==> config.mk <==
export PLATFORM = sky130hd
export DESIGN_NAME = sha1_message_hash
export DESIGN_NICKNAME = d
export VERILOG_FILES = /design/src/rtl/core/sha1_mh_pkg.sv /design/src/rtl/core/sha1_mh_front.sv /design/src/rtl/core/sha1_mh_queue.sv /design/src/rtl/core/sha1_mh_engine.sv /design/src/rtl/core/sha1_message_hash.sv
export SDC_FILE = /design/constraint.sdc
export NUM_CORES = 2
export LEC_CHECK = 0
export BUFFER_PORTS_ARGS = -buffer_cell sky130_fd_sc_hd__buf_4
export CAP_MARGIN = 20
export CORE_MARGIN = 2
export CORE_UTILIZATION = 50
export CTS_BUF_LIST = sky130_fd_sc_hd__clkbuf_16
export DETAILED_ROUTE_END_ITERATION = 10
export HOLD_SLACK_MARGIN = 0.05
export PLACE_DENSITY = 0.76
export SLEW_MARGIN = 40
export SYNTH_ARGS = -nofsm -noshare
export SYNTH_HDL_FRONTEND = slang
export SYNTH_HIERARCHICAL = 1
export SYNTH_SLANG_ARGS = --single-unit
==> constraint.sdc <==
create_clock -name clock -period 22.8 [get_ports clock]
set_clock_uncertainty 0.05 [all_clocks]
set_input_delay 4.56 -clock clock [delete_from_list [all_inputs] [get_ports clock]]
set_output_delay 4.56 -clock clock [all_outputs]
set_load 0.02 [all_outputs]
==> src/rtl/core/sha1_mh_pkg.sv <==
// Shared types and constants for the SHA-1 message hash block.
// Used by the front end, the command queue, the engine and the top level.
package sha1_mh_pkg;

   localparam int QueueDepth    = 4;
   localparam int QueueAddrBits = $clog2(QueueDepth);

   localparam logic [2:0] LastWordIndex = 3'd4;
   localparam logic [7:0] PadMarker     = 8'h80;

   localparam logic [31:0] RoundConst0 = 32'h5A827999;
   localparam logic [31:0] RoundConst1 = 32'h6ED9EBA1;
   localparam logic [31:0] RoundConst2 = 32'h8F1BBCDC;
   localparam logic [31:0] RoundConst3 = 32'hCA62C1D6;

   localparam logic [4:0][31:0] InitVector = {
      32'hC3D2E1F0, 32'h10325476, 32'h98BADCFE, 32'hEFCDAB89, 32'h67452301
   };

   typedef struct packed {
      logic       has_byte;
      logic       eom;
      logic [7:0] data;
   } cmd_type;

endpackage

==> src/rtl/core/sha1_mh_front.sv <==
// Front end of the SHA-1 message hash block: accepts input transfers and
// classifies them into queue commands. Depends on sha1_mh_pkg.
module sha1_mh_front
   import sha1_mh_pkg::*;
(
   input  logic       req_push,
   input  logic [7:0] req_data_byte,
   input  logic       req_byte_valid,
   input  logic       req_end_of_message,
   output logic       req_full,
   input  logic       q_full,
   output logic       q_push,
   output cmd_type    q_cmd
);

   // Transfers that carry neither a byte nor an end mark are taken and dropped.
   assign req_full       = q_full;
   assign q_push         = req_push & ~q_full & (req_byte_valid | req_end_of_message);
   assign q_cmd.has_byte = req_byte_valid;
   assign q_cmd.eom      = req_end_of_message;
   assign q_cmd.data     = req_data_byte;

endmodule

==> src/rtl/core/sha1_mh_queue.sv <==
// Short command queue between the front end and the engine.
// Depends on sha1_mh_pkg for the command type and the depth.
module sha1_mh_queue
   import sha1_mh_pkg::*;
(
   input  logic    clock,
   input  logic    reset,
   input  logic    push,
   input  cmd_type push_cmd,
   input  logic    pop,
   output cmd_type head_cmd,
   output logic    full,
   output logic    empty
);

   cmd_type                  mem_ff [QueueDepth];
   logic [QueueAddrBits-1:0] wr_ptr_ff;
   logic [QueueAddrBits-1:0] rd_ptr_ff;
   logic [QueueAddrBits:0]   count_ff;
   logic                     do_push;
   logic                     do_pop;

   assign full     = (count_ff == QueueDepth[QueueAddrBits:0]);
   assign empty    = (count_ff == '0);
   assign do_push  = push & ~full;
   assign do_pop   = pop & ~empty;
   assign head_cmd = mem_ff[rd_ptr_ff];

   always_ff @(posedge clock) begin
      if (do_push) begin
         mem_ff[wr_ptr_ff] <= push_cmd;
      end
   end

   always_ff @(posedge clock) begin
      if (reset) begin
         wr_ptr_ff <= '0;
         rd_ptr_ff <= '0;
         count_ff  <= '0;
      end else begin
         if (do_push) begin
            wr_ptr_ff <= wr_ptr_ff + 1'b1;
         end
         if (do_pop) begin
            rd_ptr_ff <= rd_ptr_ff + 1'b1;
         end
         case ({do_push, do_pop})
            2'b10:   count_ff <= count_ff + 1'b1;
            2'b01:   count_ff <= count_ff - 1'b1;
            default: count_ff <= count_ff;
         endcase
      end
   end

endmodule

==> src/rtl/core/sha1_mh_engine.sv <==
// Back end of the SHA-1 message hash block: block buffer, padding, the
// 80-round compression and the digest output register. Depends on sha1_mh_pkg.
module sha1_mh_engine
   import sha1_mh_pkg::*;
(
   input  logic        clock,
   input  logic        reset,
   input  logic        q_empty,
   input  cmd_type     q_cmd,
   output logic        q_pop,
   input  logic        rsp_pop,
   output logic        rsp_empty,
   output logic [31:0] rsp_digest_word,
   output logic [2:0]  rsp_word_index,
   output logic        rsp_last_word
);

   typedef enum logic [2:0] {
      S_IDLE,
      S_PAD,
      S_ROUND,
      S_UPDATE,
      S_FINAL
   } state_type;

   typedef enum logic [1:0] {
      PH_MARK,
      PH_ZERO,
      PH_LEN
   } phase_type;

   state_type        state_ff;
   phase_type        phase_ff;
   logic [511:0]     blk_ff;
   logic [5:0]       fill_ff;
   logic [63:0]      count_ff;
   logic [63:0]      len_ff;
   logic             in_pad_ff;
   logic             final_ff;
   logic [6:0]       round_ff;
   logic [31:0]      a_ff, b_ff, c_ff, d_ff, e_ff;
   logic [4:0][31:0] h_ff;
   logic             out_valid_ff;
   logic [2:0]       out_idx_ff;
   logic [4:0][31:0] out_words_ff;

   logic [31:0] f_in;
   logic [31:0] k_in;
   logic [31:0] tmp_in;
   logic [31:0] mix_in;
   logic [31:0] sched_in;
   logic [63:0] count_in;
   logic        len_byte_in;
   logic [7:0]  pad_byte_in;

   always_comb begin
      if (round_ff < 7'd20) begin
         f_in = (b_ff & c_ff) | (~b_ff & d_ff);
         k_in = RoundConst0;
      end else if (round_ff < 7'd40) begin
         f_in = b_ff ^ c_ff ^ d_ff;
         k_in = RoundConst1;
      end else if (round_ff < 7'd60) begin
         f_in = (b_ff & c_ff) | (b_ff & d_ff) | (c_ff & d_ff);
         k_in = RoundConst2;
      end else begin
         f_in = b_ff ^ c_ff ^ d_ff;
         k_in = RoundConst3;
      end
      tmp_in   = {a_ff[26:0], a_ff[31:27]} + f_in + e_ff + blk_ff[511:480] + k_in;
      mix_in   = blk_ff[511:480] ^ blk_ff[447:416] ^ blk_ff[255:224] ^ blk_ff[95:64];
      sched_in = {mix_in[30:0], mix_in[31]};
      count_in = q_cmd.has_byte ? count_ff + 64'd8 : count_ff;
      len_byte_in = (phase_ff == PH_LEN) || (phase_ff == PH_ZERO && fill_ff == 6'd56);
      if (phase_ff == PH_MARK) begin
         pad_byte_in = PadMarker;
      end else if (len_byte_in) begin
         pad_byte_in = len_ff[63:56];
      end else begin
         pad_byte_in = 8'h00;
      end
   end

   assign q_pop           = (state_ff == S_IDLE) & ~q_empty;
   assign rsp_empty       = ~out_valid_ff;
   assign rsp_digest_word = out_words_ff[0];
   assign rsp_word_index  = out_idx_ff;
   assign rsp_last_word   = (out_idx_ff == LastWordIndex);

   always_ff @(posedge clock) begin
      if (reset) begin
         state_ff     <= S_IDLE;
         phase_ff     <= PH_MARK;
         fill_ff      <= '0;
         count_ff     <= '0;
         in_pad_ff    <= 1'b0;
         final_ff     <= 1'b0;
         round_ff     <= '0;
         h_ff         <= InitVector;
         out_valid_ff <= 1'b0;
         out_idx_ff   <= '0;
      end else begin
         if (rsp_pop && out_valid_ff) begin
            if (out_idx_ff == LastWordIndex) begin
               out_valid_ff <= 1'b0;
            end else begin
               out_idx_ff   <= out_idx_ff + 3'd1;
               out_words_ff <= {32'h0, out_words_ff[4:1]};
            end
         end
         unique case (state_ff)
            S_IDLE: begin
               if (!q_empty) begin
                  count_ff  <= count_in;
                  len_ff    <= count_in;
                  phase_ff  <= PH_MARK;
                  in_pad_ff <= q_cmd.eom;
                  final_ff  <= 1'b0;
                  if (q_cmd.has_byte) begin
                     blk_ff  <= {blk_ff[503:0], q_cmd.data};
                     fill_ff <= fill_ff + 6'd1;
                  end
                  if (q_cmd.has_byte && fill_ff == 6'd63) begin
                     state_ff <= S_ROUND;
                     round_ff <= '0;
                     {a_ff, b_ff, c_ff, d_ff, e_ff} <= {h_ff[0], h_ff[1], h_ff[2],
                                                        h_ff[3], h_ff[4]};
                  end else if (q_cmd.eom) begin
                     state_ff <= S_PAD;
                  end
               end
            end
            S_PAD: begin
               blk_ff  <= {blk_ff[503:0], pad_byte_in};
               fill_ff <= fill_ff + 6'd1;
               if (phase_ff == PH_MARK) begin
                  phase_ff <= PH_ZERO;
               end else if (len_byte_in) begin
                  phase_ff <= PH_LEN;
                  len_ff   <= {len_ff[55:0], 8'h00};
               end
               if (fill_ff == 6'd63) begin
                  state_ff <= S_ROUND;
                  round_ff <= '0;
                  final_ff <= len_byte_in;
                  {a_ff, b_ff, c_ff, d_ff, e_ff} <= {h_ff[0], h_ff[1], h_ff[2],
                                                     h_ff[3], h_ff[4]};
               end
            end
            S_ROUND: begin
               a_ff     <= tmp_in;
               b_ff     <= a_ff;
               c_ff     <= {b_ff[1:0], b_ff[31:2]};
               d_ff     <= c_ff;
               e_ff     <= d_ff;
               blk_ff   <= {blk_ff[479:0], sched_in};
               round_ff <= round_ff + 7'd1;
               if (round_ff == 7'd79) begin
                  state_ff <= S_UPDATE;
               end
            end
            S_UPDATE: begin
               h_ff[0] <= h_ff[0] + a_ff;
               h_ff[1] <= h_ff[1] + b_ff;
               h_ff[2] <= h_ff[2] + c_ff;
               h_ff[3] <= h_ff[3] + d_ff;
               h_ff[4] <= h_ff[4] + e_ff;
               if (final_ff) begin
                  state_ff <= S_FINAL;
               end else if (in_pad_ff) begin
                  state_ff <= S_PAD;
               end else begin
                  state_ff <= S_IDLE;
               end
            end
            S_FINAL: begin
               if (!out_valid_ff) begin
                  out_words_ff <= h_ff;
                  out_idx_ff   <= '0;
                  out_valid_ff <= 1'b1;
                  h_ff         <= InitVector;
                  count_ff     <= '0;
                  fill_ff      <= '0;
                  in_pad_ff    <= 1'b0;
                  final_ff     <= 1'b0;
                  state_ff     <= S_IDLE;
               end
            end
            default: begin
               state_ff <= S_IDLE;
            end
         endcase
      end
   end

endmodule

==> src/rtl/core/sha1_message_hash.sv <==
// Top level of the SHA-1 message hash block: front end, command queue and
// engine. Depends on sha1_mh_pkg, sha1_mh_front, sha1_mh_queue, sha1_mh_engine.
//
// Input transfers take place when req_push is high and req_full is low. Each
// carries an optional message byte (req_byte_valid) and an optional end mark.
// Transfers with neither are taken and have no effect. A four-entry queue sits
// in front of the engine, so input is taken while the engine compresses.
// The engine absorbs one byte per cycle while idle; every 64th byte starts a
// compression (80 rounds on one shared round unit, then one chaining update)
// during which no bytes are taken. An end mark adds padding and one or two
// compressions, after which the engine loads the five digest words.
// Results are read like a queue: while rsp_empty is low, word rsp_word_index
// of the digest is shown, and rsp_pop takes it; rsp_last_word marks word four.
// If the receiver stalls, the engine holds a finished digest until the
// previous one has been fully taken, and the queue then fills and raises
// req_full. Synchronous reset empties both queues and restores the initial
// chaining value; no clearing pass is needed.
module sha1_message_hash
   import sha1_mh_pkg::*;
(
   input  logic        clock,
   input  logic        reset,
   input  logic        req_push,
   input  logic [7:0]  req_data_byte,
   input  logic        req_byte_valid,
   input  logic        req_end_of_message,
   output logic        req_full,
   input  logic        rsp_pop,
   output logic        rsp_empty,
   output logic [31:0] rsp_digest_word,
   output logic [2:0]  rsp_word_index,
   output logic        rsp_last_word
);

   cmd_type push_cmd;
   cmd_type head_cmd;
   logic    q_push;
   logic    q_pop;
   logic    q_full;
   logic    q_empty;

   sha1_mh_front u_front (
      .req_push           (req_push),
      .req_data_byte      (req_data_byte),
      .req_byte_valid     (req_byte_valid),
      .req_end_of_message (req_end_of_message),
      .req_full           (req_full),
      .q_full             (q_full),
      .q_push             (q_push),
      .q_cmd              (push_cmd)
   );

   sha1_mh_queue u_queue (
      .clock    (clock),
      .reset    (reset),
      .push     (q_push),
      .push_cmd (push_cmd),
      .pop      (q_pop),
      .head_cmd (head_cmd),
      .full     (q_full),
      .empty    (q_empty)
   );

   sha1_mh_engine u_engine (
      .clock           (clock),
      .reset           (reset),
      .q_empty         (q_empty),
      .q_cmd           (head_cmd),
      .q_pop           (q_pop),
      .rsp_pop         (rsp_pop),
      .rsp_empty       (rsp_empty),
      .rsp_digest_word (rsp_digest_word),
      .rsp_word_index  (rsp_word_index),
      .rsp_last_word   (rsp_last_word)
   );

   // The last flag and the word index must agree.
   assert property (@(posedge clock) disable iff (reset)
      !rsp_empty && rsp_last_word |-> rsp_word_index == LastWordIndex)
      else $error("last word flag without final word index");

   // Taking a word that is not the last must present the next word at once.
   assert property (@(posedge clock) disable iff (reset)
      !rsp_empty && rsp_pop && !rsp_last_word |=>
         !rsp_empty && rsp_word_index == $past(rsp_word_index) + 3'd1)
      else $error("digest words not delivered in order");

   // Reset leaves no result waiting.
   assert property (@(posedge clock) reset |=> rsp_empty)
      else $error("result pending after reset");

endmodule

Yosys cells after proc, flatten, opt, wreduce, memory -nomap -nowiden
Memories as Yosys holds them, arrays and structs flattened. A register that Yosys moved wholly into a read port is not among the register bits.
Cells that the tools add are included.
{"block": "totals", "regBits": 1151, "ramBits": 40, "inputBits": 14, "output_inout_bits": 38, "wordCells": 203, "n_memories": 1}
{"block": "classes", "n_addsub": 17, "order_cmp": 3, "n_eq_ne": 23, "muxes": 84, "n_bitwise": 23, "reduce_logical": 23}
{"name": "u_queue.mem_ff", "depth": 4, "width": 10, "read_ports": 1, "rd_ports_with_merged_regs": 1, "write_ports": 1, "line": "sha1_mh_queue.sv:16", "text": "cmd_type mem_ff [QueueDepth];"}
{"operator": "$pmux 512 s3", "count": 1}
{"operator": "$mux 512", "count": 2}
{"operator": "$mux 160", "count": 5}
{"operator": "$mux 32", "count": 20}
{"operator": "$pmux 32 s3", "count": 5}
{"operator": "$mux 64", "count": 5}
{"operator": "$pmux 160 s2", "count": 1}
{"operator": "$add 32x32->32", "count": 9}
{"operator": "$pmux 64 s2", "count": 2}
{"operator": "$xor 32x32->32", "count": 5}
{"operator": "$and 32x32->32", "count": 4}
{"operator": "$or 32x32->32", "count": 3}
{"operator": "$add 64x4->64 const B", "count": 1}
{"operator": "$mux 3", "count": 11}
{"operator": "$not 32->32", "count": 1}
{"operator": "$mux 31", "count": 1}
{"operator": "$mux 7", "count": 3}
{"operator": "$pmux 7 s3", "count": 1}
{"operator": "$mux 6", "count": 3}
{"operator": "$pmux 6 s3", "count": 1}
{"operator": "$mux 8", "count": 2}
{"operator": "$reduce_and 4->1", "count": 4}
{"operator": "$pmux 3 s5", "count": 1}
{"operator": "$reduce_and 5->1", "count": 3}
{"operator": "other kinds (35)", "count": 79}

Logic depth before layout (Yosys ltp)
{"block": "depth", "depth_word": 11, "depth_mapped": 24, "ltp_nobuf": 22}

Cells and area by module
Netlist, hierarchy kept.
{"mod": "sha1_mh_engine", "instances": 1, "cells_per_inst": 6605, "area_each_um2": 62294.7, "seq_area_each_um2": 31720.4}
{"mod": "sha1_mh_queue", "instances": 1, "cells_per_inst": 106, "area_each_um2": 1920.6, "seq_area_each_um2": 1381.3}
{"mod": "sha1_mh_front", "instances": 1, "cells_per_inst": 13, "area_each_um2": 98.8, "seq_area_each_um2": 0.0}

Least setup slack after synthesis
Ideal clock, no wire load.
{"block": "synth_path", "kind": "input port to flip-flop", "startpoint": "input port reset", "endpoint": "register u_engine.blk_ff[0], enable pin", "setup_time_ns": 0.947, "arrival_ns": 16.696, "required_time_ns": 21.803, "setup_slack_ns": 5.108, "stages": 4, "path_buffers": 2, "path_cell_list": "clkbuf_1 inv_1 clkbuf_1 and3_1"}
{"block": "synth_between", "elab_chain_len": 2}
{"element": "start: declaration", "line": "sha1_message_hash.sv:22", "text": "input logic reset,"}
{"element": "$not 1->1 (no source line)"}
{"element": "$reduce_and 4->1 (no source line)"}
{"element": "end signal: assignment", "line": "sha1_mh_engine.sv:120", "text": "blk_ff <= {blk_ff[503:0], q_cmd.data};"}
{"element": "end signal: assignment", "line": "sha1_mh_engine.sv:134", "text": "blk_ff <= {blk_ff[503:0], pad_byte_in};"}
{"element": "end signal: assignment", "line": "sha1_mh_engine.sv:156", "text": "blk_ff <= {blk_ff[479:0], sched_in};"}
{"element": "end: declaration", "line": "sha1_mh_engine.sv:34", "text": "logic [511:0] blk_ff;"}
Every way passes these cells.
A chain may end at the register's enable or synchronous reset.

Final worst setup path
{"block": "layout_path", "startpoint": "input port reset", "endpoint": "register u_engine.blk_ff[189], enable pin"}
Same word-level chain as after synthesis.

==> metrics <==
status=finished clean; Area Overhead vs Synth=9.188%; endpoint arrival time on the critical path=7.67 ns; Mapped Cells=6,724; sum of routed wire length over all layers=165,200 um; synthesized area divided by synthesized cell count=9.565 um2; worst-case headroom to the max-slew limit=41.59%; Sum Neg Setup Slack=0 ns; antenna violation net count after detailed routing=0; Initial Util=50.37%; DRC violations left=0; setup violators final=0; clk_lat worst skew=0.77 ns; top achievable clock speed=136.0 MHz; required time worst endpoint=23.12 ns; Pre-antenna DRT Iters=8; total global routing track utilization=24.64%; CTS tree=done; Clock Path Buffers=3; post-cts resize count=0; width of the die=362.6 um; RSZ-0062 raised after global routing=false; H-tree levels=4; die extent in y=362.6 um; most frequent cells in the layout=2,072 x sky130_fd_sc_hd__nand2_1, 933 x sky130_fd_sc_hd__edfxtp_1, 489 x sky130_fd_sc_hd__nor2_1; count of standard-cell rows=131; number of hold-repair buffers added at the cts stage=0; clock sinks=1,187; Sequential cell area=33,100 um2; wire length of the first global-routing pass=256,200 um; Yosys warning total=6; static leakage=0.02804 uW; master cell of the clock root buffer=sky130_fd_sc_hd__clkbuf_16; fraction of layout instances using a drive strength above 1=5.341%; DP HPWL=112,300 um; commonest non-fill, non-tap cell in the layout=sky130_fd_sc_hd__nand2_1; via/cell ratio=5.784; global route total overflow=0; Worst-Margin Slew=0.8752 ns; Pwr per Cell Area=91.66 nW/um2; number of unique standard cell types used by synthesis=84; I/O pin count=52; initial antenna violation count=2; count of state elements after synthesis=1,187; post-synthesis sequential area ratio=51.47%; via count of the first global-routing pass=46.06k; max_cap viols=0; Hold/Removal Path Class=reg2reg; layout filler cell count=10.81k; CTS buffer count=130; number of nets produced by synthesis=7,068; area enclosed by the die boundary=131,500 um2; minimum clock period=7.354 ns; core box area=127,700 um2; kind of critical path=in2reg; Final Max Slew Viols=0; pin count of the biggest net entering global routing=119; sort of element at the end of the critical path=register; final hold vios=0; number of violations reported at the end of detailed-routing iteration 0=5,360; worst hold slack after final layout=0.4534 ns; post-CTS setup repair buffer count=0; CP startpoint kind=primary input; most area-consuming cells after synthesis=sky130_fd_sc_hd__edfxtp_1 44%, sky130_fd_sc_hd__nand2_1 12%, sky130_fd_sc_hd__dfxtp_1 7.9%; post-CTS clock slew at the launch and capture registers of the worst setup and hold paths=0.06 ns; area share of the largest cell type after synthesis=43.56%; Final Power=6437 uW; share of synthesized registers carrying an async set or reset=0%; GP Congestion=0.9845; biggest fanout along the worst timing path=89; area of the mapped netlist=64,310 um2; count of buffers from port buffering=51; share of the cycle needed by the critical path after routing=32.25%; largest area contributor in the netlist=sky130_fd_sc_hd__edfxtp_1; Max IR drop VDD=0.08049 mV; most instantiated flip-flop cell in the synthesis netlist=sky130_fd_sc_hd__edfxtp_1; EDFF count, synth=933; NumNets Final=6,942; area used by multi-input combinational logic=28,890 um2; per-cell routed wire length=19.75 um; number of vias after detailed routing=48.39k
-- worst max-delay path, cell delays in order --
cell	delay (ns)
sky130_fd_sc_hd__buf_4	0.27
sky130_fd_sc_hd__inv_8	0.48
sky130_fd_sc_hd__and3_4	0.54
sky130_fd_sc_hd__buf_12	0.28
sky130_fd_sc_hd__buf_6	0.62
sky130_fd_sc_hd__buf_6	0.69
-- kinds of logic after synthesis --
logic type / Yosys count / synth area share, %
DFF: 1187 / 51.47
buffers and inverters: 609 / 3.811
AOI/OAI and AO/OA: 1191 / 11.31
and+or+nand+nor: 2908 / 18.18
adders and majority gates: 330 / 7.891
xor gates and xnor gates: 325 / 4.426
muxes: 174 / 2.918
-- sequential cells by signal, indices dropped and copies added (netlist names), 2 cells and up, named ones only --
register and flops:
u_engine/phase_ff 2, u_engine/state_ff 3, u_engine/rsp_word_index 3, u_engine/d_ff 32
u_engine/rsp_digest_word 32, u_engine/b_ff 32, u_engine/h_ff 160, u_engine/blk_ff 512
u_engine/a_ff 32, u_engine/count_ff 61, u_engine/round_ff 7, u_engine/out_words_ff 128
u_queue/count_ff 3, u_queue/mem_ff 40, u_engine/c_ff 32, u_engine/fill_ff 6
u_queue/rd_ptr_ff 2, u_engine/e_ff 32, u_queue/wr_ptr_ff 2, u_engine/len_ff 61
-- final cells by class --
| type | instances | share of cell area [%] |
|---|---|---|
| multi-input combinational | 4928 | 41.14 |
| sequential | 1187 | 47.14 |
| inverter | 243 | 1.310 |
| timing repair buffer | 108 | 1.568 |
| tap | 1662 | 2.961 |
| clock inverter | 107 | 1.245 |
| antenna | 1 | 0.003563 |
| clock buffer | 130 | 4.633 |
-- power breakdown --
part           internal (uW)  switching (uW)
Sequential              2830             221
Combinational            484             845
Clock                   1150             908
-- final timing paths --
kind | start | end | slack, ns | depth (start not counted)
max | reset | u_engine/blk_ff[189] | 15.45 | 6
min | u_engine/h_ff[63] | u_engine/h_ff[63] | 0.45 | 2
max reg2reg | u_engine/round_ff[4] | u_engine/a_ff[31] | 15.95 | 25
min reg2reg | u_engine/h_ff[63] | u_engine/h_ff[63] | 0.45 | 2
-- routing by layer --
layer | track usage [%] | wire (um) | vias up | part of all wire (%)
met1 | 34.08 | 69060 | 23340 | 42
met2 | 38.94 | 76180 | 1924 | 46
li1 | - | - | 22820 | -
met4 | 8.657 | 5250 | 2 | 3.2
met5 | 0 | 10 | - | 0.0061
met3 | 4.542 | 14730 | 304 | 8.9
-- metrics by stage --
step,instances,worst slack [ns],instance area (um2),utilization (%)
after floorplan,6724,5.108,64310,-
after global placement,8118,14.07,65760,51.50
after detailed placement,8124,14.35,65960,51.66
after CTS,8361,15.18,70090,54.89
after global routing,8365,15.31,70220,55.00
final,8366,15.45,70220,55.00
-- Yosys cell counts, types with 11 or more instances --
| cell | count |
|---|---|
| sky130_fd_sc_hd__clkbuf_1 | 297 |
| sky130_fd_sc_hd__nor2_1 | 499 |
| sky130_fd_sc_hd__ha_1 | 204 |
| sky130_fd_sc_hd__and3_1 | 32 |
| sky130_fd_sc_hd__a221o_1 | 16 |
| sky130_fd_sc_hd__or2_2 | 13 |
| sky130_fd_sc_hd__a211oi_1 | 21 |
| sky130_fd_sc_hd__a21o_1 | 102 |
| sky130_fd_sc_hd__o21ai_0 | 330 |
| sky130_fd_sc_hd__buf_4 | 43 |
| sky130_fd_sc_hd__buf_1 | 23 |
| sky130_fd_sc_hd__o21bai_1 | 13 |
| sky130_fd_sc_hd__xnor2_1 | 196 |
| sky130_fd_sc_hd__o21a_1 | 29 |
| sky130_fd_sc_hd__nor3_1 | 54 |
| sky130_fd_sc_hd__or3_1 | 22 |
| sky130_fd_sc_hd__mux2i_1 | 156 |
| sky130_fd_sc_hd__a21oi_1 | 402 |
| sky130_fd_sc_hd__dfxtp_1 | 254 |
| sky130_fd_sc_hd__a22o_1 | 33 |
| sky130_fd_sc_hd__inv_1 | 243 |
| sky130_fd_sc_hd__nand2b_1 | 30 |
| sky130_fd_sc_hd__nor2b_1 | 22 |
| sky130_fd_sc_hd__nand2_1 | 2078 |
| sky130_fd_sc_hd__a31oi_1 | 25 |
| sky130_fd_sc_hd__xor2_1 | 129 |
| sky130_fd_sc_hd__and2_1 | 22 |
| sky130_fd_sc_hd__nand4_1 | 22 |
| sky130_fd_sc_hd__o22ai_1 | 44 |
| sky130_fd_sc_hd__o211ai_1 | 17 |
| sky130_fd_sc_hd__nand3_1 | 63 |
| sky130_fd_sc_hd__fa_1 | 126 |
| sky130_fd_sc_hd__and4_1 | 11 |
| sky130_fd_sc_hd__edfxtp_1 | 933 |
| sky130_fd_sc_hd__a22oi_1 | 40 |
(Power assumes the default switching activity.)
